### src/rtl/core/ddpi_pkg.sv
// Shared types, register codes and the arctangent table for the
// differential-drive pose integrator. No dependencies.
package ddpi_pkg;

    // payload types
    typedef logic signed [15:0] t_speed;
    typedef logic signed [31:0] t_pos;
    typedef logic [15:0] t_heading_hi;
    typedef logic [1:0] t_cfg_index;
    typedef logic [15:0] t_cfg_data;

    // configuration register indexes
    localparam t_cfg_index CFG_MAX_SPEED = 2'd0;
    localparam t_cfg_index CFG_STEP_TIME = 2'd1;
    localparam t_cfg_index CFG_TURN_GAIN = 2'd2;

    // configuration reset values
    localparam logic [14:0] MAX_SPEED_RST = 15'd17203;
    localparam logic [15:0] STEP_TIME_RST = 16'd328;
    localparam logic [15:0] TURN_GAIN_RST = 16'd4346;

    // input action codes
    localparam logic ACT_ACCEL = 1'b0;
    localparam logic ACT_TICK  = 1'b1;

    // cordic gain compensation, Q.28
    localparam logic signed [31:0] CORDIC_K_Q28 = 32'sd163008219;

    // arctangent of 2^-i in heading units (full turn is 2^32)
    localparam int ANGLE_TABLE_LEN = 24;
    localparam int ANGLE_IDX_W     = 5;
    localparam logic [31:0] ATAN_TURNS [0:ANGLE_TABLE_LEN-1] = '{
        32'd536870912, 32'd316933406, 32'd167458907, 32'd85004756,
        32'd42667331,  32'd21354465,  32'd10679838,  32'd5340245,
        32'd2670163,   32'd1335087,   32'd667544,    32'd333772,
        32'd166886,    32'd83443,     32'd41722,     32'd20861,
        32'd10430,     32'd5215,      32'd2608,      32'd1304,
        32'd652,       32'd326,       32'd163,       32'd81
    };

    // limit a 17-bit speed sum to plus or minus the limit
    function automatic t_speed clamp_speed(input logic signed [16:0] sum,
                                           input logic [14:0] lim);
        logic signed [16:0] pos_lim;
        logic signed [16:0] neg_lim;
        logic signed [16:0] res;
        pos_lim = {2'b00, lim};
        neg_lim = -pos_lim;
        if (sum > pos_lim) begin
            res = pos_lim;
        end else if (sum < neg_lim) begin
            res = neg_lim;
        end else begin
            res = sum;
        end
        return res[15:0];
    endfunction

endpackage

### src/rtl/core/diff_drive_pose_integrator_top.sv
// Differential-drive pose integrator: wheel speeds, heading and x/y position.
// Depends on ddpi_pkg (types, register codes, arctangent table).
//
// Usage
//   Input channel (i_in_valid / o_in_stall) takes one beat per item: an
//   accelerate item adds the two increments to the wheel speeds and clamps
//   them, a tick item turns the heading and moves the position.
//   Output channel (o_out_valid / i_out_stall) gives one beat per item with
//   the state after that item.
//   Config channel (i_cfg_valid / o_cfg_ready) writes max_speed, step_time
//   and turn_gain and is always ready; the user is to write it only while
//   idle, which the block itself does not enforce.
// Sequence
//   Accelerate: the speeds are registered on the beat and the final state
//   then loads the output. Tick: turn-gain, heading and path multiplies,
//   CORDIC_STEPS cordic iterations, one quadrant swap and the x and y high
//   and low partial products on the one shared 33x17 multiplier, then the
//   final state. A new item is taken only in idle, after the final state.
// Reset clears the pose, the speeds and the output valid, and loads the
// register defaults. While the receiver stalls, the finished result is held
// in the output register; a next item may be taken meanwhile but its result
// waits in the final state until the output register is free.
module diff_drive_pose_integrator_top #(
    parameter int CORDIC_STEPS = 16
) (
    input  logic                  i_clk,
    input  logic                  i_rst_n,
    // input channel
    input  logic                  i_in_valid,
    output logic                  o_in_stall,
    input  logic                  i_action,
    input  ddpi_pkg::t_speed      i_left_accel,
    input  ddpi_pkg::t_speed      i_right_accel,
    // output channel
    output logic                  o_out_valid,
    input  logic                  i_out_stall,
    output ddpi_pkg::t_pos        o_pos_x_out,
    output ddpi_pkg::t_pos        o_pos_y_out,
    output ddpi_pkg::t_heading_hi o_heading_out,
    output ddpi_pkg::t_speed      o_left_speed_out,
    output ddpi_pkg::t_speed      o_right_speed_out,
    // configuration channel
    input  logic                  i_cfg_valid,
    output logic                  o_cfg_ready,
    input  ddpi_pkg::t_cfg_index  i_cfg_index,
    input  ddpi_pkg::t_cfg_data   i_cfg_data
);
    import ddpi_pkg::*;

    // sequencer codes
    localparam logic [3:0] S_IDLE   = 4'd0;
    localparam logic [3:0] S_MUL_TG = 4'd1;
    localparam logic [3:0] S_MUL_DH = 4'd2;
    localparam logic [3:0] S_MUL_P  = 4'd3;
    localparam logic [3:0] S_CORDIC = 4'd4;
    localparam logic [3:0] S_ROT    = 4'd5;
    localparam logic [3:0] S_XH     = 4'd6;
    localparam logic [3:0] S_XL     = 4'd7;
    localparam logic [3:0] S_YH     = 4'd8;
    localparam logic [3:0] S_YL     = 4'd9;
    localparam logic [3:0] S_FIN    = 4'd10;

    localparam logic [ANGLE_IDX_W-1:0] LAST_STEP = ANGLE_IDX_W'(CORDIC_STEPS - 1);
    localparam logic [63:0] ROUND_41 = 64'h0000_0100_0000_0000;

    // control state
    logic [3:0] r_state, n_state;
    logic       r_out_valid;

    // configuration
    logic [14:0] r_max_speed;
    logic [15:0] r_step_time;
    logic [15:0] r_turn_gain;

    // architectural state
    t_speed      r_left_speed, r_right_speed;
    logic [31:0] r_heading;
    logic [31:0] r_pos_x, r_pos_y;

    // datapath registers
    logic [31:0]              r_m;
    logic signed [32:0]       r_p;
    logic signed [63:0]       r_acc;
    logic signed [31:0]       r_cx, r_cy, r_cz;
    logic [1:0]               r_quad;
    logic [ANGLE_IDX_W-1:0]   r_count;
    logic signed [31:0]       r_c, r_s;

    // output registers
    t_pos        r_out_pos_x, r_out_pos_y;
    t_heading_hi r_out_heading;
    t_speed      r_out_left, r_out_right;

    // handshake
    logic in_acc, out_take, out_load;
    assign o_in_stall  = (r_state != S_IDLE);
    assign in_acc      = i_in_valid && !o_in_stall;
    assign out_take    = r_out_valid && !i_out_stall;
    assign out_load    = (r_state == S_FIN) && (!r_out_valid || !i_out_stall);
    assign o_cfg_ready = 1'b1;

    // accelerate path
    logic signed [16:0] l_sum, r_sum;
    t_speed             l_new, r_new;
    assign l_sum = {r_left_speed[15], r_left_speed} + {i_left_accel[15], i_left_accel};
    assign r_sum = {r_right_speed[15], r_right_speed} + {i_right_accel[15], i_right_accel};
    assign l_new = clamp_speed(l_sum, r_max_speed);
    assign r_new = clamp_speed(r_sum, r_max_speed);

    // wheel difference and sum
    logic signed [16:0] spd_diff, spd_sum;
    assign spd_diff = {r_right_speed[15], r_right_speed} - {r_left_speed[15], r_left_speed};
    assign spd_sum  = {r_right_speed[15], r_right_speed} + {r_left_speed[15], r_left_speed};

    // shared multiplier and its operand select
    logic signed [31:0] trig;
    logic signed [32:0] mul_a;
    logic signed [16:0] mul_b;
    logic signed [49:0] mul_prod;
    assign trig = ((r_state == S_XH) || (r_state == S_XL)) ? r_c : r_s;

    always_comb begin
        mul_a = {17'd0, r_step_time};
        mul_b = {1'b0, r_turn_gain};
        unique case (r_state)
            S_MUL_DH: begin
                mul_a = {1'b0, r_m};
                mul_b = spd_diff;
            end
            S_MUL_P: begin
                mul_b = spd_sum;
            end
            S_XH, S_YH: begin
                mul_a = r_p;
                mul_b = {trig[31], trig[31:16]};
            end
            S_XL, S_YL: begin
                mul_a = r_p;
                mul_b = {1'b0, trig[15:0]};
            end
            default: begin
                mul_a = {17'd0, r_step_time};
                mul_b = {1'b0, r_turn_gain};
            end
        endcase
    end

    assign mul_prod = mul_a * mul_b;

    // heading increment, rounded half up
    logic [39:0] dth_sum;
    assign dth_sum = mul_prod[39:0] + 40'd128;

    // position increment: high partial product plus low, rounded
    logic signed [63:0] prod_ext, pos_sum;
    logic [31:0]        dpos;
    assign prod_ext = {{14{mul_prod[49]}}, mul_prod};
    assign pos_sum  = r_acc + prod_ext + ROUND_41;
    assign dpos     = {{9{pos_sum[63]}}, pos_sum[63:41]};

    // cordic fold of the new heading
    logic [31:0] ang_off, ang_red;
    logic [1:0]  quad;
    assign ang_off = r_heading + 32'h2000_0000;
    assign quad    = ang_off[31:30];
    assign ang_red = r_heading - {quad, 30'd0};

    // cordic step
    logic signed [31:0] xs, ys, atan_i;
    assign xs     = r_cx >>> r_count;
    assign ys     = r_cy >>> r_count;
    assign atan_i = ATAN_TURNS[r_count];

    // sequencer
    always_comb begin
        n_state = r_state;
        unique case (r_state)
            S_IDLE: begin
                if (in_acc) begin
                    n_state = (i_action == ACT_TICK) ? S_MUL_TG : S_FIN;
                end
            end
            S_MUL_TG: n_state = S_MUL_DH;
            S_MUL_DH: n_state = S_MUL_P;
            S_MUL_P:  n_state = S_CORDIC;
            S_CORDIC: begin
                if (r_count == LAST_STEP) begin
                    n_state = S_ROT;
                end
            end
            S_ROT:    n_state = S_XH;
            S_XH:     n_state = S_XL;
            S_XL:     n_state = S_YH;
            S_YH:     n_state = S_YL;
            S_YL:     n_state = S_FIN;
            S_FIN: begin
                if (out_load) begin
                    n_state = S_IDLE;
                end
            end
            default:  n_state = S_IDLE;
        endcase
    end

    // control, configuration and architectural state
    always_ff @(posedge i_clk) begin
        if (!i_rst_n) begin
            r_state       <= S_IDLE;
            r_out_valid   <= 1'b0;
            r_max_speed   <= MAX_SPEED_RST;
            r_step_time   <= STEP_TIME_RST;
            r_turn_gain   <= TURN_GAIN_RST;
            r_left_speed  <= '0;
            r_right_speed <= '0;
            r_heading     <= '0;
            r_pos_x       <= '0;
            r_pos_y       <= '0;
        end else begin
            r_state <= n_state;

            // output valid
            if (out_load) begin
                r_out_valid <= 1'b1;
            end else if (out_take) begin
                r_out_valid <= 1'b0;
            end

            // register writes
            if (i_cfg_valid && o_cfg_ready) begin
                unique case (i_cfg_index)
                    CFG_MAX_SPEED: r_max_speed <= i_cfg_data[14:0];
                    CFG_STEP_TIME: r_step_time <= i_cfg_data;
                    CFG_TURN_GAIN: r_turn_gain <= i_cfg_data;
                    default: ;
                endcase
            end

            // accelerate
            if (in_acc && (i_action == ACT_ACCEL)) begin
                r_left_speed  <= l_new;
                r_right_speed <= r_new;
            end

            // heading and position updates
            if (r_state == S_MUL_DH) begin
                r_heading <= r_heading + dth_sum[39:8];
            end
            if (r_state == S_XL) begin
                r_pos_x <= r_pos_x + dpos;
            end
            if (r_state == S_YL) begin
                r_pos_y <= r_pos_y + dpos;
            end
        end
    end

    // datapath registers
    always_ff @(posedge i_clk) begin
        unique case (r_state)
            S_MUL_TG: r_m <= mul_prod[31:0];
            S_MUL_P: begin
                r_p     <= mul_prod[32:0];
                r_cx    <= CORDIC_K_Q28;
                r_cy    <= '0;
                r_cz    <= signed'(ang_red);
                r_quad  <= quad;
                r_count <= '0;
            end
            S_CORDIC: begin
                if (!r_cz[31]) begin
                    r_cx <= r_cx - ys;
                    r_cy <= r_cy + xs;
                    r_cz <= r_cz - atan_i;
                end else begin
                    r_cx <= r_cx + ys;
                    r_cy <= r_cy - xs;
                    r_cz <= r_cz + atan_i;
                end
                r_count <= r_count + 1'b1;
            end
            S_ROT: begin
                case (r_quad)
                    2'd0: begin
                        r_c <= r_cx;
                        r_s <= r_cy;
                    end
                    2'd1: begin
                        r_c <= -r_cy;
                        r_s <= r_cx;
                    end
                    2'd2: begin
                        r_c <= -r_cx;
                        r_s <= -r_cy;
                    end
                    default: begin
                        r_c <= r_cy;
                        r_s <= -r_cx;
                    end
                endcase
            end
            S_XH, S_YH: r_acc <= prod_ext <<< 16;
            default: ;
        endcase
    end

    // output register
    always_ff @(posedge i_clk) begin
        if (out_load) begin
            r_out_pos_x   <= r_pos_x;
            r_out_pos_y   <= r_pos_y;
            r_out_heading <= r_heading[31:16];
            r_out_left    <= r_left_speed;
            r_out_right   <= r_right_speed;
        end
    end

    assign o_out_valid       = r_out_valid;
    assign o_pos_x_out       = r_out_pos_x;
    assign o_pos_y_out       = r_out_pos_y;
    assign o_heading_out     = r_out_heading;
    assign o_left_speed_out  = r_out_left;
    assign o_right_speed_out = r_out_right;

    // checks
    a_tick_starts_mul: assert property (@(posedge i_clk) disable iff (!i_rst_n)
        (in_acc && (i_action == ACT_TICK)) |=> (r_state == S_MUL_TG))
        else $error("tick beat did not start the multiply sequence");

    a_accel_to_fin: assert property (@(posedge i_clk) disable iff (!i_rst_n)
        (in_acc && (i_action == ACT_ACCEL)) |=> (r_state == S_FIN))
        else $error("accelerate beat did not go to the final state");

    a_cordic_count: assert property (@(posedge i_clk) disable iff (!i_rst_n)
        (r_state == S_CORDIC) |-> (r_count <= LAST_STEP))
        else $error("cordic iteration count ran past the step count");

    a_valid_from_fin: assert property (@(posedge i_clk) disable iff (!i_rst_n)
        $rose(o_out_valid) |-> ($past(r_state) == S_FIN))
        else $error("output valid rose outside the final state");

    a_no_overwrite: assert property (@(posedge i_clk) disable iff (!i_rst_n)
        (r_out_valid && i_out_stall) |=> $stable(r_out_pos_x) && $stable(r_out_heading))
        else $error("held result was overwritten");

endmodule
### config.mk
export PLATFORM = sky130hd
export DESIGN_NAME = diff_drive_pose_integrator_top
export DESIGN_NICKNAME = d
export VERILOG_FILES = /design/src/rtl/core/ddpi_pkg.sv /design/src/rtl/core/diff_drive_pose_integrator_top.sv
export SDC_FILE = /design/constraint.sdc
export NUM_CORES = 2
export LEC_CHECK = 0
export BUFFER_PORTS_ARGS = -buffer_cell sky130_fd_sc_hd__buf_2
export CORE_ASPECT_RATIO = 1.4
export CORE_MARGIN = 3
export CORE_UTILIZATION = 38
export DETAILED_ROUTE_END_ITERATION = 8
export GPL_ROUTABILITY_DRIVEN = 0
export GPL_TIMING_DRIVEN = 0
export SLEW_MARGIN = 20
export SYNTH_ARGS = -nofsm -noshare
export SYNTH_HDL_FRONTEND = slang
export SYNTH_SLANG_ARGS = --single-unit
### constraint.sdc
create_clock -name i_clk -period 28 [get_ports i_clk]
set_clock_uncertainty 0.05 [all_clocks]
set_input_delay 1.4 -clock i_clk [delete_from_list [all_inputs] [get_ports i_clk]]
set_output_delay 1.4 -clock i_clk [all_outputs]
set_load 0.01 [all_outputs]
==> Flow_metrics.wiki <==
{| class="wikitable"
! Metric !! Value
|-
| Crit end category || register
|-
| Min-delay worst type || reg -> reg
|-
| Initial antenna violation count || 15
|-
| Total CTS buffers || 71
|-
| Full die area || 172000 um2
|-
| Post CTS Setup Buffer Count || 0
|-
| Number of placed instances, taps included || 9397
|-
| Overall die height || 489 um
|-
| RSZ-0062 raised after global routing || false
|-
| Setup slack on the worst flop-to-flop path || 8.03 ns
|-
| Upper clock frequency limit || 0.0501 GHz
|-
| Slew @ Worst Pin || 1.19 ns
|-
| Floorplan row count || 176
|-
| Clock Tree Root || sky130_fd_sc_hd__clkbuf_16
|-
| Headroom to the max-slew limit || 20.6%
|-
| First drt pass iteration count || 8
|-
| Maximum fanout along the worst path || 10
|-
| Drt wl/cell || 24.6 um
|-
| Critical path's largest stage delay || 0.84 ns
|-
| Min-delay src || r_turn_gain[15]
|-
| Post-layout util || 42.5%
|-
| Placed cell area || 67800 um2
|-
| Slowest cell on the critical path || sky130_fd_sc_hd__o311ai_1
|-
| Non-filler cells in the finished layout || 9547
|-
| Post-synthesis cell count || 7045
|-
| Arrival time worst endpoint || 20.49 ns
|-
| Critical register-to-register path startpoint || r_state[0]
|-
| Die Span X || 351 um
|-
| Number of setup violations in the final report || 0
|-
| Setup TNS Final || 0 ns
|-
| GR Overflow Total || 0
|-
| Port Buf Inserts || 169
|-
| Std-Cell Core Area || 165000 um2
|-
| Number of nets produced by synthesis || 8173
|-
| Total number of H-tree levels || 3
|-
| DPL Wire Length || 190000 um
|-
| Average cell area after synthesis || 9.00 um2
|-
| First element of the critical path || r_state[0]
|-
| Clock-pin slew reported for the worst setup and hold paths after clock tree synthesis || 0.06 ns
|-
| Fraction of the yosys area taken by sequential cells || 24.2%
|-
| Post-synthesis async set-or-reset flop share || 0%
|-
| Wire length of the first global-routing pass || 349000 um
|-
| Total length of routed wires || 235000 um
|-
| Final min period || 19.97 ns
|-
| Final clock period utilization by the worst path || 71.3%
|-
| Critical Path Start Type || register
|-
| Number of unique standard cell types used by synthesis || 100
|-
| Global router's overall resource usage || 27.1%
|-
| Yosys top cell by area || sky130_fd_sc_hd__edfxtp_1
|-
| Start-to-end type of the worst setup path || reg -> reg
|-
| Nets || 8465
|-
| Via count of the first global-routing pass || 56.3k
|-
| Number of warnings reported in the yosys synthesis log || 0
|-
| Clock tree from TritonCTS || done
|-
| Final hold violation count || 0
|-
| Synth Cell Area || 63400 um2
|-
| Starting density of the core || 38.4%
|-
| Top-area cell type share of the netlist area || 18.6%
|-
| Count of max-cap constraint violations || 0
|-
| Via count || 55.5k
|-
| Area overhead of the layout relative to synthesis || 10.6%
|-
| I/O pin count || 171
|-
| Quantity of gates resized following cts || 0
|-
| Largest net degree at the start of global routing || 44
|-
| Main area contributors after synthesis || sky130_fd_sc_hd__edfxtp_1, sky130_fd_sc_hd__fa_1, sky130_fd_sc_hd__ha_1
|-
| Outcome || finished clean
|-
| Remaining routing DRC violations || 0
|-
| Area of all placed cells without fillers || 70200 um2
|-
| Top_reg_cell synth || sky130_fd_sc_hd__edfxtp_1
|-
| Post-DR vias/cell || 5.81
|-
| Number of nets with antenna violations after detailed routing || 0
|-
| Clock Path Buffers || 3
|-
| EDFF count, synth || 392
|-
| Clock latency reported for the late side of the worst-skew pair || 0.67 ns
|-
| Clock tree sinks || 572
|-
| Number of buffers inserted for hold repair after clock tree synthesis || 0
|-
| Share of cells above drive strength 1 || 8.03%
|-
| Number of slew-limit violations in the final report || 0
|-
| CP Data Required Time || 28.52 ns
|-
| Number of DRC markers in iteration 0 || 5080
|-
| Synthesis-stage register bit count || 572
|}
cells in the mapped netlist (38+ instances only):
cell / count
sky130_fd_sc_hd__xor2_1: 166
sky130_fd_sc_hd__o21a_1: 69
sky130_fd_sc_hd__nor2b_1: 72
sky130_fd_sc_hd__inv_1: 749
sky130_fd_sc_hd__a31oi_1: 52
sky130_fd_sc_hd__edfxtp_1: 392
sky130_fd_sc_hd__nor2_1: 634
sky130_fd_sc_hd__nand2_1: 894
sky130_fd_sc_hd__nand3_1: 114
sky130_fd_sc_hd__mux4_2: 94
sky130_fd_sc_hd__clkbuf_1: 258
sky130_fd_sc_hd__nand2b_1: 86
sky130_fd_sc_hd__a21o_1: 109
sky130_fd_sc_hd__xnor2_1: 313
sky130_fd_sc_hd__or3_1: 41
sky130_fd_sc_hd__nor3_1: 103
sky130_fd_sc_hd__dfxtp_1: 180
sky130_fd_sc_hd__a21oi_1: 516
sky130_fd_sc_hd__ha_1: 527
sky130_fd_sc_hd__fa_1: 545
sky130_fd_sc_hd__mux2_2: 38
sky130_fd_sc_hd__o21bai_1: 53
sky130_fd_sc_hd__and2_1: 68
sky130_fd_sc_hd__mux2i_1: 43
sky130_fd_sc_hd__o21ai_0: 283
sky130_fd_sc_hd__nand4_1: 48
path summary, 6_finish.rpt:
| check | cells after the start | endpoint |
|---|---|---|
| min | 2 | r_turn_gain[15] |
| min reg2reg | 2 | r_turn_gain[15] |
| max reg2reg | 62 | r_pos_y[31] |
| max | 62 | r_pos_y[31] |
state kept, by name, indices dropped and copies added (netlist names), 5 cells and up:
name               cells
o_pos_y_out           32
o_heading_out         16
r_turn_gain           16
r_max_speed           15
r_c                   32
r_pos_y               32
r_count                5
r_cz                  32
r_acc                 48
o_right_speed_out     16
r_left_speed          16
r_p                   33
r_step_time           16
r_pos_x               32
o_left_speed_out      16
r_s                   32
r_m                   32
r_cx                  32
r_cy                  32
o_pos_x_out           32
r_right_speed         16
r_heading             32
per-layer routing:
metal	global-route usage, %	vias up	part of all wire [%]	wire, um
li1	-	24800	-	-
met1	30.8	27000	36	85000
met2	45.3	2808	47	110000
met3	5.61	910	8.4	19800
met4	19.2	4	8.6	20200
met5	0	-	0.042	98
final cells by class:
| type | instances | area [um2] |
|---|---|---|
| diodes | 15 | 37.5 |
| plain buffers | 328 | 1330 |
| clock buffers | 93 | 1960 |
| clock inverters | 39 | 374 |
| fillers | 16300 | 95000 |
| inverters | 753 | 2830 |
| multi-input cells | 5392 | 44100 |
| flip-flops and latches | 572 | 15400 |
| well taps | 2136 | 2670 |
| repair buffers | 219 | 1450 |
kinds of logic after synthesis:
kind of cell             share of synthesized area [%]
AND/OR/NAND/NOR                                   15.5
AO/OA/AOI/OAI                                     14.6
buffers and inverters                             6.55
adder cells (fa/ha/maj)                           27.6
flip-flops                                        24.2
XOR/XNOR                                          6.68
multiplexers                                      4.86
other                                          0.00591
critical path, delay by kind of cell (launching register included):
family | cells | cell delay, ns
fa+ha+maj | 11 | 4.68
simple gates | 12 | 3.35
xor+xnor | 3 | 0.78
compound gates | 29 | 8.88
flops | 1 | 0.30
buf+inv | 7 | 1.82
layout by cell type (no fill, tap or decap), types with 68 or more instances in the layout:
cell type and n:
sky130_fd_sc_hd__o21a_1 69, sky130_fd_sc_hd__a21o_1 109, sky130_fd_sc_hd__clkbuf_1 272, sky130_fd_sc_hd__ha_1 527, sky130_fd_sc_hd__mux4_2 94, sky130_fd_sc_hd__nand3_1 114
sky130_fd_sc_hd__o21ai_0 280, sky130_fd_sc_hd__fa_1 545, sky130_fd_sc_hd__nand2_1 893, sky130_fd_sc_hd__xor2_1 161, sky130_fd_sc_hd__buf_2 202, sky130_fd_sc_hd__dfxtp_1 180
sky130_fd_sc_hd__xnor2_1 307, sky130_fd_sc_hd__a21oi_1 514, sky130_fd_sc_hd__and2_1 68, sky130_fd_sc_hd__nor2b_1 72, sky130_fd_sc_hd__nand2b_1 86, sky130_fd_sc_hd__nor2_1 632
sky130_fd_sc_hd__nor3_1 99, sky130_fd_sc_hd__inv_1 748, sky130_fd_sc_hd__edfxtp_1 392, sky130_fd_sc_hd__clkbuf_16 74
metrics by stage:
| stage | hold WS, ns | setup WS, ns |
|---|---|---|
| 3_5_place_dp | 0.399 | 8.43 |
| 6_report | 0.408 | 8.03 |
| 2_1_floorplan | 0.367 | 12.61 |
| 4_1_cts | 0.408 | 8.25 |
| 3_3_place_gp | 0.395 | 6.68 |
| 5_1_grt | 0.428 | 7.02 |
Power is not shown: default switching activity piles up to over one toggle a cycle in this logic, so the estimate is an artifact.
